### src/rtl/assert_macros.svh
// Assertion macros shared by the fire effect RTL.
// Depends on nothing; included by the files that carry assertions.
`ifndef ASSERT_MACROS_SVH
`define ASSERT_MACROS_SVH

// Same-cycle implication, disabled while reset is low.
`define ASSERT_IMPLIES(label, clk, rst_n, ante, cons, msg) \
  label: assert property (@(posedge clk) disable iff (!rst_n) (ante) |-> (cons)) \
    else $error(msg);

// Next-cycle implication, disabled while reset is low.
`define ASSERT_NEXT(label, clk, rst_n, ante, cons, msg) \
  label: assert property (@(posedge clk) disable iff (!rst_n) (ante) |=> (cons)) \
    else $error(msg);

`endif

### src/rtl/fec_pkg.sv
// Shared constants, cell command codes and the cell control struct
// for the fire effect engine. Depends on nothing.
`timescale 1ns / 1ps

package fec_pkg;

  localparam int PIXELS = 32;

  localparam int IDX_W  = 6;
  localparam int HEAT_W = 8;
  localparam int RAND_W = 32;
  localparam int COOL_W = 10;
  localparam int THR_W  = 8;

  // Item opcodes.
  localparam logic OP_COOL  = 1'b0;
  localparam logic OP_FRAME = 1'b1;

  // Register indexes, one per 32-bit word of the register port.
  localparam int REG_W = 1;
  localparam logic [REG_W-1:0] REG_COOLING_RATE    = 1'b0;
  localparam logic [REG_W-1:0] REG_SPARK_THRESHOLD = 1'b1;

  // Largest cooling divisor sets the remainder width.
  localparam int DIV_MAX = ((1 << COOL_W) - 1) * 10 / PIXELS + 2;
  localparam int REM_W   = $clog2(DIV_MAX + 1);
  localparam int AMT_W   = REM_W;

  // Divider: quotient bits resolved per cycle and iterations per item.
  localparam int DIV_STEPS  = 4;
  localparam int DIV_ITERS  = RAND_W / DIV_STEPS;
  localparam int DIV_CNT_W  = $clog2(DIV_ITERS);

  localparam int SPARK_MOD  = 95;
  localparam int SPARK_BASE = 160;

  localparam int CMD_W = 3;
  localparam logic [CMD_W-1:0] CMD_HOLD    = 3'd0;
  localparam logic [CMD_W-1:0] CMD_COOL    = 3'd1;
  localparam logic [CMD_W-1:0] CMD_DIFFUSE = 3'd2;
  localparam logic [CMD_W-1:0] CMD_SPARK   = 3'd3;
  localparam logic [CMD_W-1:0] CMD_ROTATE  = 3'd4;

  typedef struct packed {
    logic [CMD_W-1:0] cmd;
    logic [IDX_W-1:0] sel;
    logic [AMT_W-1:0] amount;
  } fec_ctl_t;

endpackage

### src/rtl/fec_cell.sv
// One heat cell of the fire chain: holds one heat value, updates it on
// a broadcast command from neighbors or an amount. Depends on fec_pkg.
`timescale 1ns / 1ps

module fec_cell import fec_pkg::*; (
  input  logic              clk,
  input  logic              rst_n,
  input  logic [IDX_W-1:0]  cell_idx,
  input  fec_ctl_t          ctl,
  input  logic [HEAT_W-1:0] left1,
  input  logic [HEAT_W-1:0] left2,
  input  logic [HEAT_W-1:0] right,
  output logic [HEAT_W-1:0] heat
);

  logic [HEAT_W-1:0] heat_r;
  logic [HEAT_W-1:0] heat_nxt;
  logic [9:0]        mix_sum;
  logic [19:0]       mix_prod;
  logic [HEAT_W-1:0] mix_third;
  logic              hit;

  assign hit       = (ctl.sel == cell_idx);
  assign mix_sum   = 10'(left1) + {1'b0, left2, 1'b0};
  // Divide by three: multiply by 683 / 2048, exact for sums up to 765.
  assign mix_prod  = 20'(mix_sum) * 20'd683;
  assign mix_third = mix_prod[18:11];

  always_comb begin
    heat_nxt = heat_r;
    case (ctl.cmd)
      CMD_COOL: begin
        if (hit) begin
          if (AMT_W'(heat_r) > ctl.amount) begin
            heat_nxt = heat_r - ctl.amount[HEAT_W-1:0];
          end else begin
            heat_nxt = '0;
          end
        end
      end
      CMD_DIFFUSE: begin
        if (cell_idx >= IDX_W'(2)) begin
          heat_nxt = mix_third;
        end
      end
      CMD_SPARK: begin
        if (hit) begin
          heat_nxt = heat_r + ctl.amount[HEAT_W-1:0];
        end
      end
      CMD_ROTATE: heat_nxt = right;
      default:    heat_nxt = heat_r;
    endcase
  end

  always_ff @(posedge clk) begin
    if (!rst_n) begin
      heat_r <= '0;
    end else begin
      heat_r <= heat_nxt;
    end
  end

  assign heat = heat_r;

endmodule

### config.mk
export PLATFORM = sky130hd
export DESIGN_NAME = fec_cell
export DESIGN_NICKNAME = d
export VERILOG_FILES = /design/src/rtl/assert_macros.svh /design/src/rtl/fec_pkg.sv /design/src/rtl/fec_cell.sv
export SDC_FILE = /design/constraint.sdc
export NUM_CORES = 1
export LEC_CHECK = 0
export ABC_CLOCK_PERIOD_IN_PS = 7550
export BUFFER_PORTS_ARGS = -buffer_cell sky130_fd_sc_hd__buf_4
export CORE_MARGIN = 2
export CORE_UTILIZATION = 59
export CTS_CLUSTER_SIZE = 8
export DETAILED_ROUTE_END_ITERATION = 8
export PLACE_DENSITY = 0.93
export SETUP_SLACK_MARGIN = 0.02
export SKIP_LAST_GASP = 1
export SYNTH_ARGS = -nofsm -noshare
export SYNTH_HDL_FRONTEND = slang
export SYNTH_SLANG_ARGS = --single-unit
### constraint.sdc
create_clock -name clk -period 7.55 [get_ports clk]
set_clock_uncertainty 0.15 [all_clocks]
set_input_delay 1.1325 -clock clk [delete_from_list [all_inputs] [get_ports clk]]
set_output_delay 1.1325 -clock clk [all_outputs]
set_load 0.03 [all_outputs]
After elaboration in Yosys (flattened, before gate mapping)
Cells that the tools add are included.

operators by class
  multiply operators = 1
  equality and inequality tests = 8
  muxes and demuxes = 5
  magnitude comparators = 2
  reduce and logical (&&, ||, !) cells = 2
  $add $sub $neg = 3

operator list
  operator                                                               count
  8-bit two-way mux                                                      4
  8-bit case mux with 4 select lines                                     1
  10-bit by 10-bit multiplier with 19-bit output, second input constant  1
  8-bit by 9-bit adder with 10-bit output                                1
  8-bit by 9-bit greater-than comparator with 1-bit output               1
  8-bit adder                                                            1
  8-bit subtractor                                                       1
  3-bit by 2-bit == test with 1-bit output, second input constant        2
  6-bit == test                                                          1
  6-bit by 2-bit >= comparator with 1-bit output, second input constant  1
  2-bit != test, second input constant                                   3
  4-bit AND reduction                                                    1
  4-bit nonzero test                                                     1
  3-bit by 1-bit == test with 1-bit output, second input constant        1
  3-bit == test, second input constant                                   1

storage, ports and cells
  bits of input ports = 50
  register bits = 8
  output and inout bits = 8
  word-level logic and storage cells = 22

Longest topological paths before layout
  word-level depth = 4
  gate-level depth with buffers = 25
  gate-level depth less buffers = 25

Worst setup path before layout
No wires, ideal clock.

  kind = in2reg
  from = input left1[1]
  to = register heat_r[5] (netlist: heat[5])
  buffers on the path = 0
  data required time = 7325 ps
  setup slack = 794 ps
  arrival time = 6531 ps
  stages on the path = 25
  library setup time = 75 ps
  cell sequence = ha_1 > fa_1 > a211oi_1 > nor2_1 > o21a_1 > nor2_1 > xor2_1 > inv_1 > ha_1 > ha_1 > inv_1 > fa_1 > inv_1 > fa_1 > inv_1 > fa_1 > inv_1 > ha_1 > nand3_1 > o22ai_1 > a211oi_2 > a21o_1 > a211o_1 > a31o_2 > o22ai_1

between the ends
  longest elaborated chain between the ends = 4

ends and longest elaborated chain
  item                                            line            RTL
  from (decl)                                     fec_cell.sv:10  input logic [HEAT_W-1:0] left1,
  8-bit by 9-bit adder with 10-bit output         fec_cell.sv:24  assign mix_sum = 10'(left1) + {1'b0, left2, 1'b0};
  10-bit by 10-bit multiplier with 19-bit output  fec_cell.sv:26  assign mix_prod = 20'(mix_sum) * 20'd683;
  8-bit two-way mux                               fec_cell.sv:42  if (cell_idx >= IDX_W'(2)) begin
  8-bit case mux with 4 select lines              fec_cell.sv:31  case (ctl.cmd)
  to (signal assigned)                            fec_cell.sv:60  heat_r <= heat_nxt;
  to (decl)                                       fec_cell.sv:16  logic [HEAT_W-1:0] heat_r;

No other way between the ends. The select of a mux whose other input is x is not followed.
A chain may end at the register's enable or synchronous reset.

Final worst setup path
Same ends and word-level chain as after synthesis.

==> flow_summary.rst <==
.. list-table::
   :header-rows: 1

   * - Metric
     - Value
   * - Standard cell with the maximum stage delay on the critical path
     - sky130_fd_sc_hd__fa_1
   * - Run status
     - finished, final reports clean
   * - Final cycle utilization of the critical path
     - 0.911
   * - PD cells
     - 442 nW/um^2
   * - Count of fill cells added during filler insertion
     - 423
   * - Top-Level Pins
     - 58
   * - Number of global-route vias before repair
     - 3234
   * - Worst-case clock buffer depth
     - 2
   * - DIE HEIGHT
     - 80.5 um
   * - Post-synthesis to final-layout area growth
     - 14.5%
   * - Share of the yosys chip area belonging to registers
     - 0.0464
   * - Count of antenna diodes in the layout
     - 0
   * - Worst vdd rail ir drop
     - 0.000391 V
   * - FF-to-FF setup slack
     - 4.97 ns
   * - Data arrival time at the worst-slack endpoint
     - 6.90 ns
   * - Post-Synthesis Cell Area
     - 3450 um^2
   * - Area share of xor/xnor cells in the synthesized design
     - 0.0686
   * - GPL Wtd Cong
     - 0.931
   * - Total via count in the routed design
     - 3107
   * - Simple-gate share of the synthesized area
     - 0.136
   * - Slew of the pin with the lowest slew margin
     - 0.567 ns
   * - Clock tree from TritonCTS
     - yes
   * - Maximum level of the CTS H-tree
     - 1
   * - Buf+Inv Stages, Crit Path
     - 7
   * - Gate count of the mapped netlist
     - 406
   * - Category of the most critical setup path
     - in2reg
   * - Combined global-route utilization of all metal layers
     - 0.280
   * - Main flop type after synthesis
     - sky130_fd_sc_hd__dfxtp_1
   * - Antenna violations before repair
     - 0
   * - Max FFs per register
     - 8
   * - Number of nets in the synthesized netlist
     - 559
   * - Die footprint
     - 6470 um^2
   * - Dominant combinational cell family by area after synthesis
     - adder cells
   * - Portion of netlist area occupied by mux cells
     - 0.0120
   * - Mean routed wirelength per cell
     - 15.7 um
   * - Number of enable flip-flop cells after synthesis
     - 0
   * - Hold slack final
     - 0.348 ns
   * - Initial Utilization
     - 0.619
   * - Global-route wire length before repair
     - 14300 um
   * - Kind of cell adding the most delay to the critical path
     - adder cells
   * - CTS Root Cell
     - sky130_fd_sc_hd__clkbuf_8
   * - Classification of the worst-slack hold path
     - reg2reg
   * - Required time at the endpoint of the critical path
     - 7.57 ns
   * - Sum of overflow across all layers after global routing
     - 0
   * - Number of core rows
     - 27
   * - Critical Path Sink Type
     - flop
   * - Launching element type of the critical path
     - input pin
   * - # setup viols final
     - 0
   * - Clock-pin slew reported for the worst setup and hold paths after clock tree synthesis
     - 0.05 ns
   * - Clock net sink count
     - 8
   * - Max Fanout on Critical Path
     - 4
   * - Drt total wl
     - 8340 um
   * - Final Critical Period
     - 6.88 ns
   * - CTS buffer count
     - 3
   * - Number of design-rule violations left by the first detailed-router iteration
     - 248
   * - # port buffers
     - 57
   * - Fraction of final layout cells with drive strength greater than 1
     - 0.186
   * - Total count of hold-check failures in the final report
     - 0
   * - Post-CTS Setup Bufs
     - 0
   * - Post-detailed-route count of antenna-violating nets
     - 0
   * - Estimated wirelength of the detail-placed design
     - 7370 um
   * - Die boundary width
     - 80.5 um
   * - Average size of a mapped cell
     - 8.50 um^2
   * - Final nets
     - 613
   * - Total DRC errors in the routed layout
     - 0
   * - Placeable core region
     - 5570 um^2
   * - Complex-gate fraction of the synthesized area
     - 0.217
   * - Most common cell on crit path
     - sky130_fd_sc_hd__inv_1
   * - Unique cell type count in the Yosys netlist
     - 69
   * - Clock Latency Late Sink
     - 0.24 ns
   * - Final total negative setup slack
     - 0 ns
   * - Unrepaired setup endpoints after global routing
     - no
   * - Final number of max-transition violations
     - 0
   * - Drt via density
     - 5.86
   * - Largest stage delay on the critical path
     - 0.53 ns
   * - Peak Freq
     - 0.145 GHz
   * - Fraction of registers with async set/reset
     - 0
   * - Pin count of the biggest net entering global routing
     - 17
   * - Number of synthesis warnings
     - 0
   * - Pre-antenna DRT Iters
     - 4
   * - Synth Register Bits
     - 8
   * - Relative slew slack
     - 0.619
   * - Leak pwr
     - 0.00202 uW
   * - Number of hold buffers added after cts
     - 0
   * - Max Cap Viol
     - 0
   * - Number of instances resized during post-cts repair
     - 0
   * - Area share of fa/ha/maj cells after synthesis
     - 0.426
worst paths after layout:
check | startpoint | to | cells after the start
max | left1[1] | heat[5] | 27
min | heat[3] | heat[3] | 2
max reg2reg | heat[0] | heat[6] | 11
min reg2reg | heat[3] | heat[3] | 2
synth_stat cells, types with 3 or more instances:
cell                       count  area share
sky130_fd_sc_hd__a21oi_1      26       0.038
sky130_fd_sc_hd__o21bai_1      4      0.0087
sky130_fd_sc_hd__a21o_1        7       0.015
sky130_fd_sc_hd__nand3_1       6      0.0087
sky130_fd_sc_hd__fa_1         24        0.14
sky130_fd_sc_hd__nor2_1       20       0.022
sky130_fd_sc_hd__xor2_1        7       0.018
sky130_fd_sc_hd__o22ai_1       5      0.0091
sky130_fd_sc_hd__nor3_1        5      0.0073
sky130_fd_sc_hd__o21ai_0      13       0.019
sky130_fd_sc_hd__o21a_1        3      0.0065
sky130_fd_sc_hd__buf_6         3      0.0098
sky130_fd_sc_hd__a211oi_2      3       0.011
sky130_fd_sc_hd__xnor2_1      20       0.051
sky130_fd_sc_hd__o221ai_1      3      0.0076
sky130_fd_sc_hd__ha_1         79        0.29
sky130_fd_sc_hd__o21ai_1       4      0.0058
sky130_fd_sc_hd__mux2i_1       3      0.0087
sky130_fd_sc_hd__and2_1        3      0.0054
sky130_fd_sc_hd__nand2_1      19       0.021
sky130_fd_sc_hd__inv_1        67       0.073
sky130_fd_sc_hd__a211oi_1      3      0.0065
sky130_fd_sc_hd__dfxtp_1       8       0.046
sky130_fd_sc_hd__nand2b_1      5      0.0091
sky130_fd_sc_hd__nand4_1       5      0.0091
sky130_fd_sc_hd__buf_2         3      0.0044
sky130_fd_sc_hd__a31oi_1       4      0.0073
sky130_fd_sc_hd__nor2b_1       6       0.011
worst reg2reg max path, cell delays in order (launching register included):
cell,delay [ns]
sky130_fd_sc_hd__dfxtp_1,0.33
sky130_fd_sc_hd__inv_1,0.06
sky130_fd_sc_hd__ha_1,0.15
sky130_fd_sc_hd__inv_1,0.05
sky130_fd_sc_hd__fa_1,0.43
sky130_fd_sc_hd__a211oi_1,0.33
sky130_fd_sc_hd__o21bai_1,0.11
sky130_fd_sc_hd__a21oi_1,0.19
sky130_fd_sc_hd__xnor2_1,0.15
sky130_fd_sc_hd__o22ai_1,0.08
sky130_fd_sc_hd__or3b_1,0.38
sky130_fd_sc_hd__o221ai_1,0.09
routing by layer:
metal	part of all wire	GRT usage	wire, um	up-vias
met1	0.42	0.337	3480	1451
li1	-	-	-	1535
met4	0.029	0.100	240	0
met2	0.51	0.505	4210	100
met3	0.049	0.0382	405	21
met5	0	0	0	-
final cells by class:
cell class              count  area, um^2  area share
repair buffers             58         435       0.110
clock buffers               3        41.3      0.0105
inverters                  69         259      0.0656
multi-input cells         320        2960       0.750
flip-flops and latches      8         160      0.0406
well taps                  72        90.1      0.0228
report_power, final:
group | internal, uW | leakage [uW] | switching [uW]
sequential | 49.9 | 0.0000654 | 9.81
clock | 34.8 | 0.0000216 | 19.8
combinational | 681 | 0.00193 | 948
total | 766 | 0.00202 | 977
kinds of logic (layout without fill, tap and decap cells):
logic type	count (synthesis)	after routing
multiplexers	4	4
XOR/XNOR	27	27
AND/OR/NAND/NOR	86	86
adder cells (fa/ha/maj)	103	103
flip-flops	8	8
buffers and inverters	78	130
AO/OA/AOI/OAI	100	100
metrics by stage:
stage	worst slack, ns	total power [uW]	instance area (um^2)	std cells	util
detailed placement	0.463	1650	3910	527	0.701
floorplan	0.794	1280	3450	406	-
global placement	0.651	1550	3910	527	0.701
finish	0.669	1740	3950	530	0.708
global route	0.427	1940	3950	530	0.708
CTS	0.681	1720	3950	530	0.708
layout by cell type (no fill, tap or decap), drive strengths merged, types with 6 or more instances in the layout:
cell type,n
a21oi,27
o21ai,17
xnor2,20
fa,24
nor2b,6
buf,58
nand2,20
ha,79
nor2,20
nand3,7
xor2,7
nand2b,6
a21o,7
a211oi,6
inv,69
dfxtp,8
No activity file was read; power rests on OpenSTA's default activity.
