<file path="src/rtl/assert_macros.svh">
// Assertion macros shared by the fire effect RTL.
// Depends on nothing; included by the files that carry assertions.
`ifndef ASSERT_MACROS_SVH
`define ASSERT_MACROS_SVH

// Same-cycle implication, disabled while reset is low.
`define ASSERT_IMPLIES(label, clk, rst_n, ante, cons, msg) \
  label: assert property (@(posedge clk) disable iff (!rst_n) (ante) |-> (cons)) \
    else $error(msg);

// Next-cycle implication, disabled while reset is low.
`define ASSERT_NEXT(label, clk, rst_n, ante, cons, msg) \
  label: assert property (@(posedge clk) disable iff (!rst_n) (ante) |=> (cons)) \
    else $error(msg);

`endif

</file>
<file path="src/rtl/fec_pkg.sv">
// Shared constants, cell command codes and the cell control struct
// for the fire effect engine. Depends on nothing.
`timescale 1ns / 1ps

package fec_pkg;

  localparam int PIXELS = 32;

  localparam int IDX_W  = 6;
  localparam int HEAT_W = 8;
  localparam int RAND_W = 32;
  localparam int COOL_W = 10;
  localparam int THR_W  = 8;

  // Item opcodes.
  localparam logic OP_COOL  = 1'b0;
  localparam logic OP_FRAME = 1'b1;

  // Register indexes, one per 32-bit word of the register port.
  localparam int REG_W = 1;
  localparam logic [REG_W-1:0] REG_COOLING_RATE    = 1'b0;
  localparam logic [REG_W-1:0] REG_SPARK_THRESHOLD = 1'b1;

  // Largest cooling divisor sets the remainder width.
  localparam int DIV_MAX = ((1 << COOL_W) - 1) * 10 / PIXELS + 2;
  localparam int REM_W   = $clog2(DIV_MAX + 1);
  localparam int AMT_W   = REM_W;

  // Divider: quotient bits resolved per cycle and iterations per item.
  localparam int DIV_STEPS  = 4;
  localparam int DIV_ITERS  = RAND_W / DIV_STEPS;
  localparam int DIV_CNT_W  = $clog2(DIV_ITERS);

  localparam int SPARK_MOD  = 95;
  localparam int SPARK_BASE = 160;

  localparam int CMD_W = 3;
  localparam logic [CMD_W-1:0] CMD_HOLD    = 3'd0;
  localparam logic [CMD_W-1:0] CMD_COOL    = 3'd1;
  localparam logic [CMD_W-1:0] CMD_DIFFUSE = 3'd2;
  localparam logic [CMD_W-1:0] CMD_SPARK   = 3'd3;
  localparam logic [CMD_W-1:0] CMD_ROTATE  = 3'd4;

  typedef struct packed {
    logic [CMD_W-1:0] cmd;
    logic [IDX_W-1:0] sel;
    logic [AMT_W-1:0] amount;
  } fec_ctl_t;

endpackage

</file>
<file path="src/rtl/fec_divider.sv">
// Iterative remainder unit: 32-bit dividend over a narrow divisor,
// four quotient bits per cycle. Depends on fec_pkg and assert_macros.svh.
`timescale 1ns / 1ps
`include "assert_macros.svh"

module fec_divider import fec_pkg::*; (
  input  logic              clk,
  input  logic              rst_n,
  input  logic              start,
  input  logic [RAND_W-1:0] dividend,
  input  logic [REM_W-1:0]  divisor,
  output logic              done,
  output logic [REM_W-1:0]  remainder
);

  logic                 busy_r,  busy_nxt;
  logic                 done_r,  done_nxt;
  logic [DIV_CNT_W-1:0] cnt_r,   cnt_nxt;
  logic [RAND_W-1:0]    dvd_r,   dvd_nxt;
  logic [REM_W-1:0]     dsr_r,   dsr_nxt;
  logic [REM_W-1:0]     rem_r,   rem_nxt;
  logic [RAND_W-1:0]    dvd_v;
  logic [REM_W-1:0]     rem_v;
  logic [REM_W:0]       part;
  logic                 last_iter;

  assign last_iter = (cnt_r == DIV_CNT_W'(DIV_ITERS - 1));

  // Restoring steps: shift in one dividend bit, subtract when it fits.
  always_comb begin
    rem_v = rem_r;
    dvd_v = dvd_r;
    part  = '0;
    for (int j = 0; j < DIV_STEPS; j++) begin
      part  = {rem_v, dvd_v[RAND_W-1]};
      dvd_v = {dvd_v[RAND_W-2:0], 1'b0};
      if (part >= {1'b0, dsr_r}) begin
        rem_v = REM_W'(part - {1'b0, dsr_r});
      end else begin
        rem_v = part[REM_W-1:0];
      end
    end
  end

  always_comb begin
    busy_nxt = busy_r;
    done_nxt = 1'b0;
    cnt_nxt  = cnt_r;
    dvd_nxt  = dvd_r;
    dsr_nxt  = dsr_r;
    rem_nxt  = rem_r;
    if (start) begin
      busy_nxt = 1'b1;
      cnt_nxt  = '0;
      dvd_nxt  = dividend;
      dsr_nxt  = divisor;
      rem_nxt  = '0;
    end else if (busy_r) begin
      dvd_nxt = dvd_v;
      rem_nxt = rem_v;
      cnt_nxt = cnt_r + DIV_CNT_W'(1);
      if (last_iter) begin
        busy_nxt = 1'b0;
        done_nxt = 1'b1;
      end
    end
  end

  always_ff @(posedge clk) begin
    if (!rst_n) begin
      busy_r <= 1'b0;
      done_r <= 1'b0;
      cnt_r  <= '0;
    end else begin
      busy_r <= busy_nxt;
      done_r <= done_nxt;
      cnt_r  <= cnt_nxt;
    end
  end

  always_ff @(posedge clk) begin
    dvd_r <= dvd_nxt;
    dsr_r <= dsr_nxt;
    rem_r <= rem_nxt;
  end

  assign done      = done_r;
  assign remainder = rem_r;

  `ASSERT_IMPLIES(a_no_restart, clk, rst_n, start, !busy_r, "divider started while busy")

endmodule

</file>
<file path="config.mk">
export PLATFORM = sky130hd
export DESIGN_NAME = fec_divider
export DESIGN_NICKNAME = d
export VERILOG_FILES = /design/src/rtl/fec_pkg.sv /design/src/rtl/fec_divider.sv
export VERILOG_INCLUDE_DIRS = /design/src /design/src/rtl
export SDC_FILE = /design/constraint.sdc
export NUM_CORES = 1
export LEC_CHECK = 0
export BUFFER_PORTS_ARGS = -buffer_cell sky130_fd_sc_hd__clkbuf_2
export CAP_MARGIN = 10
export CORE_MARGIN = 3
export CORE_UTILIZATION = 60
export CTS_BUF_LIST = sky130_fd_sc_hd__clkbuf_8
export CTS_CLUSTER_DIAMETER = 100
export DETAILED_ROUTE_END_ITERATION = 6
export PLACE_DENSITY = 0.83
export SYNTH_ARGS = -nofsm -noshare
export SYNTH_HDL_FRONTEND = slang
export SYNTH_SLANG_ARGS = --single-unit
</file>
<file path="constraint.sdc">
create_clock -name clk -period 9 [get_ports clk]
set_clock_uncertainty 0.05 [all_clocks]
set_input_delay 1.8 -clock clk [delete_from_list [all_inputs] [get_ports clk]]
set_output_delay 1.8 -clock clk [all_outputs]
set_load 0.1 [all_outputs]
</file>
Word level (Yosys, flattened, before mapping)
Cells that the tools add are included.

$add $sub $neg: 5. Multiply operators: 0. Divide/modulo/power cells: 0. Order comparisons: 4. Equal/unequal tests: 1. Shifts and indexed selects: 0. Multiplexer cells: 10. Bitwise logic cells: 2. Reductions and logical operators: 3.

Operator list (count): 32-bit 2-to-1 mux (2); 10-bit by 9-bit greater-or-equal comparator with 1-bit output (4); 9-bit 2-to-1 mux (4); 9-bit subtractor (4); 1-bit 2-to-1 mux (4); 3-bit by 1-bit adder with 3-bit output (second input constant) (1); 3-bit equality test (second input constant) (1); 3-bit OR reduction (1); 1-bit inverter (2); 2-bit nonzero test (1); 2-bit OR reduction (1).

Register bits after elaboration: 55. Latch bits: 0. Memory bits (writable): 0. Bits in read-only memories: 0. Output and inout port bits: 10. Word-level logic and storage cells: 31. Memories: 0.

Longest topological paths before layout
Gate-level depths: netlist of run 1.

Word-level depth: 8. Gate-level depth with buffers: 37. Mapped depth without buffers: 34.

Worst setup path before layout of run 1
OpenSTA, ideal clock, no wires.

Path type: register to register. From: register rem_r[1], in the netlist remainder[1]. To: register rem_r[0], in the netlist remainder[0]. Setup time: 0.080 ns. Data arrival time: 8.292 ns. Required time: 8.870 ns. Slack: 0.578 ns. Stages on the path, launching flop included: 33. Path buffers: 3. Period minus slack after synthesis: 8.422 ns. Cells stage by stage: dfxtp_1 -> ha_1 -> a211oi_2 -> o211ai_1 -> a21oi_2 -> buf_2 -> mux2_2 -> ha_1 -> a211oi_1 -> nor3b_1 -> o41ai_1 -> o2111ai_2 -> clkbuf_1 -> nor2_1 -> a21oi_1 -> fa_1 -> a21o_1 -> a21oi_1 -> o21ai_0 -> o22a_1 -> a2111oi_2 -> or2_1 -> mux2_2 -> ha_1 -> a21oi_1 -> nor2_1 -> nor2_1 -> o211ai_1 -> o21a_1 -> a2111o_1 -> buf_4 -> mux2_4 -> a211oi_2.

Word-level cells in the longest chain between the ends: 8.

Ends and longest elaborated chain: start: declaration (line fec_divider.sv:21) `logic [REM_W-1:0] rem_r, rem_nxt;`; start signal: assignment (line fec_divider.sv:84) `rem_r <= rem_nxt;`; 9-bit subtractor or 10-bit by 9-bit greater-or-equal comparator with 1-bit output (tied branches) (line fec_divider.sv:38, fec_divider.sv:37); 9-bit 2-to-1 mux * (line fec_divider.sv:37) `if (part >= {1'b0, dsr_r}) begin`; 9-bit subtractor or 10-bit by 9-bit greater-or-equal comparator with 1-bit output (tied branches) (line fec_divider.sv:38, fec_divider.sv:37); 9-bit 2-to-1 mux * (line fec_divider.sv:37); 9-bit subtractor or 10-bit by 9-bit greater-or-equal comparator with 1-bit output (tied branches) (line fec_divider.sv:38, fec_divider.sv:37); 9-bit 2-to-1 mux * (line fec_divider.sv:37); 10-bit by 9-bit greater-or-equal comparator with 1-bit output * (line fec_divider.sv:37); 9-bit 2-to-1 mux * (line fec_divider.sv:37).

Mark *: on every way between the ends. The rest lies on a longest branch, timed or not. A chain may end at the register's enable or synchronous reset.

Final worst setup path of run 1
From: register dvd_r[31]. To: register rem_r[0], in the netlist remainder[0].

Word-level cells in the longest chain between the ends: 8.

Ends and longest elaborated chain: start: declaration (line fec_divider.sv:19) `logic [RAND_W-1:0] dvd_r, dvd_nxt;`; start signal: assignment (line fec_divider.sv:82) `dvd_r <= dvd_nxt;`; 9-bit subtractor or 10-bit by 9-bit greater-or-equal comparator with 1-bit output (tied branches) (line fec_divider.sv:38, fec_divider.sv:37); 9-bit 2-to-1 mux * (line fec_divider.sv:37); 9-bit subtractor or 10-bit by 9-bit greater-or-equal comparator with 1-bit output (tied branches) (line fec_divider.sv:38, fec_divider.sv:37); 9-bit 2-to-1 mux * (line fec_divider.sv:37); 9-bit subtractor or 10-bit by 9-bit greater-or-equal comparator with 1-bit output (tied branches) (line fec_divider.sv:38, fec_divider.sv:37); 9-bit 2-to-1 mux * (line fec_divider.sv:37); 10-bit by 9-bit greater-or-equal comparator with 1-bit output * (line fec_divider.sv:37); 9-bit 2-to-1 mux * (line fec_divider.sv:37).

Marked as above.

==> results of run 1 <==
[layout make-up]
class | count | area (sq um)
Clock inverter | 3 | 26.3
Clock buffer | 5 | 68.8
Inverter | 23 | 86.3
Sequential cell | 55 | 1510
Tap cell | 77 | 96.3
Fill cell | 489 | 1930
Timing Repair Buffer | 60 | 318
Multi-Input combinational cell | 288 | 2380
[routing by layer]
layer	global-route usage (%)	routed length [um]	share of wire (%)	up-vias
li1	-	-	-	1511
met5	0	0	0	-
met3	3.76	530	5.9	28
met2	39.6	4400	49	103
met1	30.9	3700	41	1436
met4	11.7	398	4.4	0
[worst register-to-register path, delay by kind of cell, from the launching register on]
| kind | cells | cell delay [ns] |
|---|---|---|
| AOI/OAI and AO/OA | 16 | 4.21 |
| buffers and inverters | 4 | 0.50 |
| and+or+nand+nor | 4 | 0.59 |
| muxes | 4 | 1.38 |
| DFF | 1 | 0.41 |
| adders and majority gates | 5 | 1.58 |
[kinds of logic (layout without fill, tap and decap cells)]
kind of cell | Yosys count | count (layout)
AOI/OAI and AO/OA | 87 | 87
xor gates and xnor gates | 24 | 24
adders and majority gates | 42 | 42
buffers and inverters | 33 | 91
DFF | 55 | 55
muxes | 54 | 54
and+or+nand+nor | 81 | 81
[layout by cell type, fill, tap and decap left out, drive strengths merged, types with 6 or more instances in the layout]
cell type  instances
nand4              7
nor3               6
edfxtp            41
mux2i             12
dfxtp             14
ha                38
xor2               8
inv               25
nand2b             8
a211oi            14
buf                7
mux2              42
and2               6
nor2              36
nand2              6
a21o               8
xnor2             16
clkbuf            58
a21oi             23
o21ai             12
[flip-flops by register name (all words and copies together), names as in the netlist]
register   cells
dsr_r          9
done           1
cnt_r          3
dvd_r         32
remainder      9
busy_r         1
[through the flow]
step	util, %	std cells	worst slack (ns)
floorplan	-	376	0.578
global placement	67.7	499	0.617
detailed placement	67.7	499	0.272
CTS	69.2	507	0.226
global route	69.9	511	-0.172
finish	69.9	511	0.214
[worst max-delay path by stage]
stage	from	to	slack, ns	cells past startpoint
floorplan	remainder[1]	remainder[0]	0.58	32
global placement	dsr_r[1]	remainder[0]	0.62	31
detailed placement	dsr_r[1]	remainder[0]	0.27	31
CTS	dvd_r[31]	remainder[0]	0.23	33
global route	dsr_r[1]	remainder[0]	-0.17	31
finish	dvd_r[31]	remainder[0]	0.21	33
[what timing repair did]
item                                    in CTS  in global routing
resized for setup                            0                  4
setup buffers                                0                  4
endpoints found under the setup margin       0                  9
==> results.cfg, run 1 <==
[status]
run_status = completed

[timing]
period_share_pct = 97.6
holdWs_ns = 0.465
setup-tns-final_ns = 0
timing.final.setup_violations = 0
worst_max_slew_margin_expressed_relative_to_the_limit_pct = 46.0
timing.final.max_slew_violations = 0
period_needed_ns = 8.79
achievable-frequency_ghz = 0.114
finalHoldViolCount = 0
worst_pin_slew_ns = 0.808

[critical_path]
crit_path_max_fo = 10
worst_r2r_path_depth = 33
cp_common_cell = sky130_fd_sc_hd__ha_1
critical_path.top_delay_family = compound AO/OA/AOI/OAI gates
endpoint_arrival_time_on_the_critical_path_ns = 8.98
max_stage_delay_ns = 0.55
reg2reg_from = dvd_r[31]
crit_required_ns = 9.20
critPathBufInv = 4
cpMaxStageDelayCell = sky130_fd_sc_hd__a2111o_2
r2r-end = remainder[0]
rrSetupSlack_ns = 0.21
criticalPathCategory = flip-flop to flip-flop
endpoint_kind = flip-flop
cp-start-kind = flip-flop

[routing]
initialDrtViolationCount = 174
avgRoutedWirePerCell_um = 17.7
antenna_violating_nets_post_route = 0
postRouteWirelength_um = 9020
via_count = 3078
routed_via_density = 6.02
drt-pass1-iter-count = 5
drc = 0

[cells_and_area]
stdcell_area_sq_um = 4490
nNetsFinal = 519
antenna_cells = 0
layout-drive-gt1-share_pct = 27.6
area_growth_syn_to_layout_pct = 12.0

[synthesis]
largest_family_of_logic_cells_by_synthesized_area = compound AO/OA/AOI/OAI gates
synth.top_cells.by_count = sky130_fd_sc_hd__edfxtp_1, sky130_fd_sc_hd__mux2_2, sky130_fd_sc_hd__ha_1, sky130_fd_sc_hd__nor2_1, sky130_fd_sc_hd__inv_1
ys.flop_type = sky130_fd_sc_hd__edfxtp_1
synth_seq_cells = 55
synth_adder_area_share_pct = 13.9
synthDominantAreaCellType = sky130_fd_sc_hd__edfxtp_1
asyncSetResetFlopFracSynth_pct = 0
synth_cells = 376
synth_cell_types = 48
synth_xor_xnor_area_share_pct = 5.25
netlist_top_cells_area = sky130_fd_sc_hd__edfxtp_1, sky130_fd_sc_hd__ha_1, sky130_fd_sc_hd__mux2_2, sky130_fd_sc_hd__dfxtp_1, sky130_fd_sc_hd__xnor2_1
sequential_element_share_of_the_synthesized_area_pct = 37.7
synth_compound_gate_area_share_pct = 15.2
synth_top_cell_area_share_pct = 30.7
syn_area_sq_um = 4010
synth_edf_count = 41
synth-simple-area-share_pct = 9.87
synth.yosys.warnings = 0
synth.area.mux_share_pct = 14.9
syn_area_per_cell_sq_um = 10.7
net_count_synth = 462

[clock_tree]
cell_at_the_root_of_the_clock_tree = sky130_fd_sc_hd__clkbuf_8
cts.clk_slew.worst_paths_ns = 0.11
clock_tree.buffer_depth = 2
tritoncts = yes
clock_sinks = 55
worstSkewPairLatency_ns = 0.31
postCtsHoldBufs = 0
numCtsBuffers = 5
h-tree-depth = 2

[min_path]
min-delay-path-class = flip-flop to flip-flop
timing.hold.worst.start = cnt_r[2]
min_to = cnt_r[2]
hold_path_depth = 2

[floorplanning]
ios = 54
placement_rows = 29
initial_utilization_pct = 62.4
die_width_um = 87.7
chipHeight_um = 87.7
core_sq_um = 6420
area_of_the_die_sq_um = 7700

[grt]
grt_remaining_overflow = 0
grt_pass1_wl_um = 14300
antenna_found_initial = 0
first_global_vias = 2994
gr-usage-all-layers_pct = 24.0
grt_start_max_net_pins = 55

[placement]
finalWeightedCongestion = 0.966
io_buffer_count = 53
dpl.hpwl_um = 6830
post_dp_cell_area_sq_um = 4350

[run]
maxCapViolCount = 0
Power of run 1 is not shown: default switching activity piles up to over one toggle a cycle in this logic, so the estimate is an artifact.
==> run 2, diff against run 1 <==
--- a/config.mk
+++ b/config.mk
@@ -9,11 +9,11 @@
 export BUFFER_PORTS_ARGS = -buffer_cell sky130_fd_sc_hd__clkbuf_2
 export CAP_MARGIN = 10
 export CORE_MARGIN = 3
-export CORE_UTILIZATION = 60
-export CTS_BUF_LIST = sky130_fd_sc_hd__clkbuf_8
+export CORE_UTILIZATION = 59
+export CTS_BUF_LIST = sky130_fd_sc_hd__clkbuf_16
 export CTS_CLUSTER_DIAMETER = 100
 export DETAILED_ROUTE_END_ITERATION = 6
-export PLACE_DENSITY = 0.83
+export PLACE_DENSITY = 0.81
 export SYNTH_ARGS = -nofsm -noshare
 export SYNTH_HDL_FRONTEND = slang
 export SYNTH_SLANG_ARGS = --single-unit
==> run 2 against run 1 <==
Die area up 1.6%. Register-to-register slack improved by 0.31 ns. Count of clock-buffer cells in the layout stayed put. Critical path depth down 3. Sequential cell count stayed put. Cell count is 0.20% lower. Core utilization up 0.69 points. Sequential share of layout area is 0.52 points lower. Via count increased by 0.39%. Wire length grew 3.4%.
==> results.cfg, run 2 (synthesized netlist as in run 1, its figures left out) <==
[min_path]
min_to = cnt_r[1]
min-delay-path-class = flip-flop to flip-flop
timing.hold.worst.start = cnt_r[1]
hold_path_depth = 2

[critical_path]
r2r-end = remainder[0]
critPathBufInv = 2
crit_path_max_fo = 10
endpoint_kind = flip-flop
timing.critical_path.depth = 30
reg2reg_from = dsr_r[1]
rrSetupSlack_ns = 0.52
cpMaxStageDelayCell = sky130_fd_sc_hd__a2111o_2
crit_required_ns = 9.17
max_stage_delay_ns = 0.54
cp-start-kind = flip-flop
worst_r2r_path_depth = 30
criticalPathCategory = flip-flop to flip-flop
critical_path.top_delay_family = compound AO/OA/AOI/OAI gates
endpoint_arrival_time_on_the_critical_path_ns = 8.64

[placement]
post_dp_cell_area_sq_um = 4350
finalWeightedCongestion = 1.00
io_buffer_count = 53
dpl.hpwl_um = 6970
numPlacedInstances = 499

[timing]
worst_max_slew_margin_expressed_relative_to_the_limit_pct = 46.0
grt_setup_unrepaired = false
finalHoldViolCount = 0
worst_pin_slew_ns = 0.809
setup-tns-final_ns = 0
period_share_pct = 94.2
achievable-frequency_ghz = 0.118
timing.final.max_slew_violations = 0
timing.final.setup_violations = 0
period_needed_ns = 8.48

[clock_tree]
cell_at_the_root_of_the_clock_tree = sky130_fd_sc_hd__clkbuf_16
cts.clk_slew.worst_paths_ns = 0.07
numCtsBuffers = 5
h-tree-depth = 2
clock_tree.buffer_depth = 2
tritoncts = yes
worstSkewPairLatency_ns = 0.29
clock_sinks = 55

[routing]
initialDrtViolationCount = 203
drt-pass1-iter-count = 4
drc = 0
avgRoutedWirePerCell_um = 18.3
postRouteWirelength_um = 9330
antenna_violating_nets_post_route = 0
routed_via_density = 6.06
via_count = 3090

[cells_and_area]
layout.cells.most_common_list = sky130_fd_sc_hd__clkbuf_2, sky130_fd_sc_hd__mux2_2, sky130_fd_sc_hd__edfxtp_1, sky130_fd_sc_hd__ha_1, sky130_fd_sc_hd__nor2_1
filler_cell_count_in_the_final_layout = 465
largest_register = dvd_r
multi_input_area_sq_um = 2410
stdcell_area_sq_um = 4560
leading_cell_type_in_the_layout_fill_and_taps_excluded = sky130_fd_sc_hd__clkbuf_2
max_ffs_per_register = 32
final_cell_count_no_fill = 510
antenna_cells = 0
nNetsFinal = 518
area_growth_syn_to_layout_pct = 13.7
layout-drive-gt1-share_pct = 28.2
sequential_cell_area_sq_um = 1510

[status]
run_status = completed

[floorplanning]
die_width_um = 88.4
ios = 54
initial_utilization_pct = 62.0
placement_rows = 29
area_of_the_die_sq_um = 7820
chipHeight_um = 88.4
core_sq_um = 6460

[grt]
grt_start_max_net_pins = 55
grt_pass1_wl_um = 14600
grt_remaining_overflow = 0
antenna_found_initial = 0
first_global_vias = 3158
gr-usage-all-layers_pct = 24.6

[run]
maxCapViolCount = 0
## run 2: area by class of cell
cell class / instances / share of cell area, %
well taps: 77 / 2.11
clock buffers: 5 / 2.74
clock inverters: 3 / 0.412
inverters: 23 / 1.89
flip-flops and latches: 55 / 33.2
multi-input cells: 288 / 52.9
repair buffers: 59 / 6.81
## run 2: worst reg2reg max path: cells and delay by family, from the launching register on
family / cells / cell delay, ns
AND/OR/NAND/NOR: 4 / 0.54
multiplexers: 4 / 1.39
adder cells (fa/ha/maj): 4 / 1.54
flip-flops: 1 / 0.40
AO/OA/AOI/OAI: 16 / 4.09
buffers and inverters: 2 / 0.38
## run 2: worst max path at each step
stage | start | endpoint | slack (ns)
floorplan | remainder[1] | remainder[0] | 0.58
global placement | dvd_r[31] | remainder[0] | 0.51
detailed placement | dsr_r[1] | remainder[0] | 0.21
CTS | dsr_r[1] | remainder[0] | 0.12
global route | dsr_r[0] | remainder[0] | 0.02
finish | dsr_r[1] | remainder[0] | 0.52
## run 2: through the flow
step                hold slack (ns)  util, %  setup slack [ns]
CTS                           0.458     69.6             0.124
detailed placement            0.440     67.3             0.205
global placement              0.430     67.3             0.506
global route                  0.497     70.6            0.0185
finish                        0.455     70.6             0.524
floorplan                     0.415        -             0.578
## run 2: what timing repair did
item / CTS / global route
setup buffers: 0 / 3
hold buffers: 0 / 0
setup endpoints to repair: 0 / 9
resized for setup: 0 / 8
## run 2: per-layer routing
layer | part of all wire [%] | track usage [%] | vias up
li1 | - | - | 1511
met1 | 41 | 29.5 | 1455
met2 | 50 | 41.9 | 94
met3 | 5.4 | 5.77 | 30
met4 | 3.8 | 11.5 | 0
met5 | 0 | 0 | -
Power of run 2 is left out for the same reason.
==> run 3, diff against run 2 <==
==> constraint.sdc (replaced) <==
create_clock -name clk -period 8.27 [get_ports clk]
set_clock_uncertainty 0.05 [all_clocks]
set_input_delay 1.654 -clock clk [delete_from_list [all_inputs] [get_ports clk]]
set_output_delay 1.654 -clock clk [all_outputs]
set_load 0.1 [all_outputs]
==> run 3 against run 2 <==
Die area stayed put. Hold slack better by 0.0088 ns. Critical endpoint is now remainder[3]. Setup slack worse by 0.27 ns. Wire length is 5.8% higher. Maximum frequency is 5.8% higher. Sequential share of layout area is 1.7 points lower. Non-clock buffer count is 25 higher. Cell count is 4.9% higher.
==> results.cfg, run 3 (synthesized netlist as in run 1, its figures left out) <==
[routing]
initialDrtViolationCount = 228
drt-pass1-iter-count = 4
antenna_violating_nets_post_route = 0
routed_via_density = 6.14
postRouteWirelength_um = 9870
avgRoutedWirePerCell_um = 18.5
via_count = 3283
drc = 0

[timing]
timing.final.max_slew_violations = 0
period_needed_ns = 8.01
worst_max_slew_margin_expressed_relative_to_the_limit_pct = 46.3
timing.final.setup_violations = 0
worst_pin_slew_ns = 0.804
period_share_pct = 96.9
achievable-frequency_ghz = 0.125
finalHoldViolCount = 0

[placement]
numPlacedInstances = 514
io_buffer_count = 53
dpl.hpwl_um = 7470
finalWeightedCongestion = 0.998

[clock_tree]
clock_tree.buffer_depth = 2
numCtsBuffers = 5
cell_at_the_root_of_the_clock_tree = sky130_fd_sc_hd__clkbuf_16
worstSkewPairLatency_ns = 0.29
tritoncts = yes
h-tree-depth = 2
cts.clk_slew.worst_paths_ns = 0.07
clock_sinks = 55
postCtsHoldBufs = 0

[critical_path]
worst_r2r_path_depth = 35
critPathBufInv = 6
cp_common_cell = sky130_fd_sc_hd__buf_4
endpoint_kind = flip-flop
r2r-end = remainder[3]
cp-startpoint = dsr_r[2]
crit_path_max_fo = 7
reg2reg_from = dsr_r[2]
crit_required_ns = 8.42
timing.critical_path.depth = 35
rrSetupSlack_ns = 0.26
cp-start-kind = flip-flop
cpMaxStageDelayCell = sky130_fd_sc_hd__ha_1
criticalPathCategory = flip-flop to flip-flop
setup.worst_path.end = remainder[3]
endpoint_arrival_time_on_the_critical_path_ns = 8.16
critical_path.top_delay_family = compound AO/OA/AOI/OAI gates
max_stage_delay_ns = 0.49

[grt]
grt.met2_usage_pct = 45.8
grt_remaining_overflow = 0
groute.layer.met1.usage_pct = 31.1
gr-max-usage-layer = met2
gr-usage-all-layers_pct = 26.3
first_global_vias = 3298
gr-usage-met3_pct = 4.84
grt_pass1_wl_um = 15600
grt_start_max_net_pins = 55
antenna_found_initial = 0

[status]
run_status = completed

[floorplanning]
die_width_um = 88.4
initial_utilization_pct = 62.0
area_of_the_die_sq_um = 7820
ios = 54
placement_rows = 29
chipHeight_um = 88.4
core_sq_um = 6460

[min_path]
min-delay-path-class = flip-flop to flip-flop
hold_path_depth = 2

[cells_and_area]
max_ffs_per_register = 32
largest_register = dvd_r
filler_cell_count_in_the_final_layout = 445
layout-drive-gt1-share_pct = 35.4
leading_cell_type_in_the_layout_fill_and_taps_excluded = sky130_fd_sc_hd__clkbuf_2
final_cell_count_no_fill = 535
area_growth_syn_to_layout_pct = 20.7
antenna_cells = 0
nNetsFinal = 543
layout.cells.most_common_list = sky130_fd_sc_hd__clkbuf_2, sky130_fd_sc_hd__mux2_2, sky130_fd_sc_hd__edfxtp_1, sky130_fd_sc_hd__nor2_1, sky130_fd_sc_hd__ha_1

[run]
maxCapViolCount = 0
==> run 3: repair_timing <==
action | 4_1_cts | 5_1_grt
setup buffers | 7 | 6
endpoints found under the setup margin | 9 | 9
resized for setup | 4 | 18
pin swaps | 3 | 12
hold endpoints to repair | 0 | 0
==> run 3: worst register-to-register path, delay by kind of cell, from the launching register on <==
| kind | cells | cell delay, ns |
|---|---|---|
| compound gates | 17 | 3.65 |
| fa+ha+maj | 4 | 1.53 |
| buf+inv | 6 | 1.04 |
| simple gates | 6 | 0.79 |
| mux | 2 | 0.52 |
| flops | 1 | 0.36 |
==> run 3: worst min path at each step <==
stage / from / to
floorplan: cnt_r[1] / cnt_r[1]
global placement: cnt_r[1] / cnt_r[1]
detailed placement: cnt_r[2] / cnt_r[2]
CTS: cnt_r[2] / cnt_r[2]
global route: remainder[1] / remainder[1]
finish: cnt_r[2] / cnt_r[2]
==> run 3: metrics by stage <==
step / utilization (%) / worst slack, ns / setup TNS (ns) / instance area, sq um / hold WS, ns
after global placement: 69.2 / -0.0205 / -0.0377 / 4470 / 0.431
after floorplan: - / 0.125 / 0 / 4020 / 0.415
after CTS: 72.8 / 0.0264 / 0 / 4700 / 0.467
final: 74.9 / 0.256 / 0 / 4840 / 0.464
after global routing: 74.9 / -0.0842 / -0.226 / 4840 / 0.484
after detailed placement: 69.2 / -0.296 / -2.18 / 4470 / 0.450
==> run 3: layer usage <==
layer,wire length [um],vias to the layer above
met5,0,-
met4,516,0
met3,679,47
met2,5020,129
met1,3660,1544
li1,-,1563
==> run 3: layout make-up <==
class / count / area, sq um / share of cell area (%)
tap: 77 / 96.3 / 1.99
sequential: 55 / 1520 / 31.4
clock inverter: 3 / 28.8 / 0.595
multi-input combinational: 288 / 2480 / 51.3
clock buffer: 5 / 125 / 2.59
inverter: 23 / 86.3 / 1.79
timing repair buffer: 84 / 498 / 10.3
Power of run 3 is left out for the same reason.
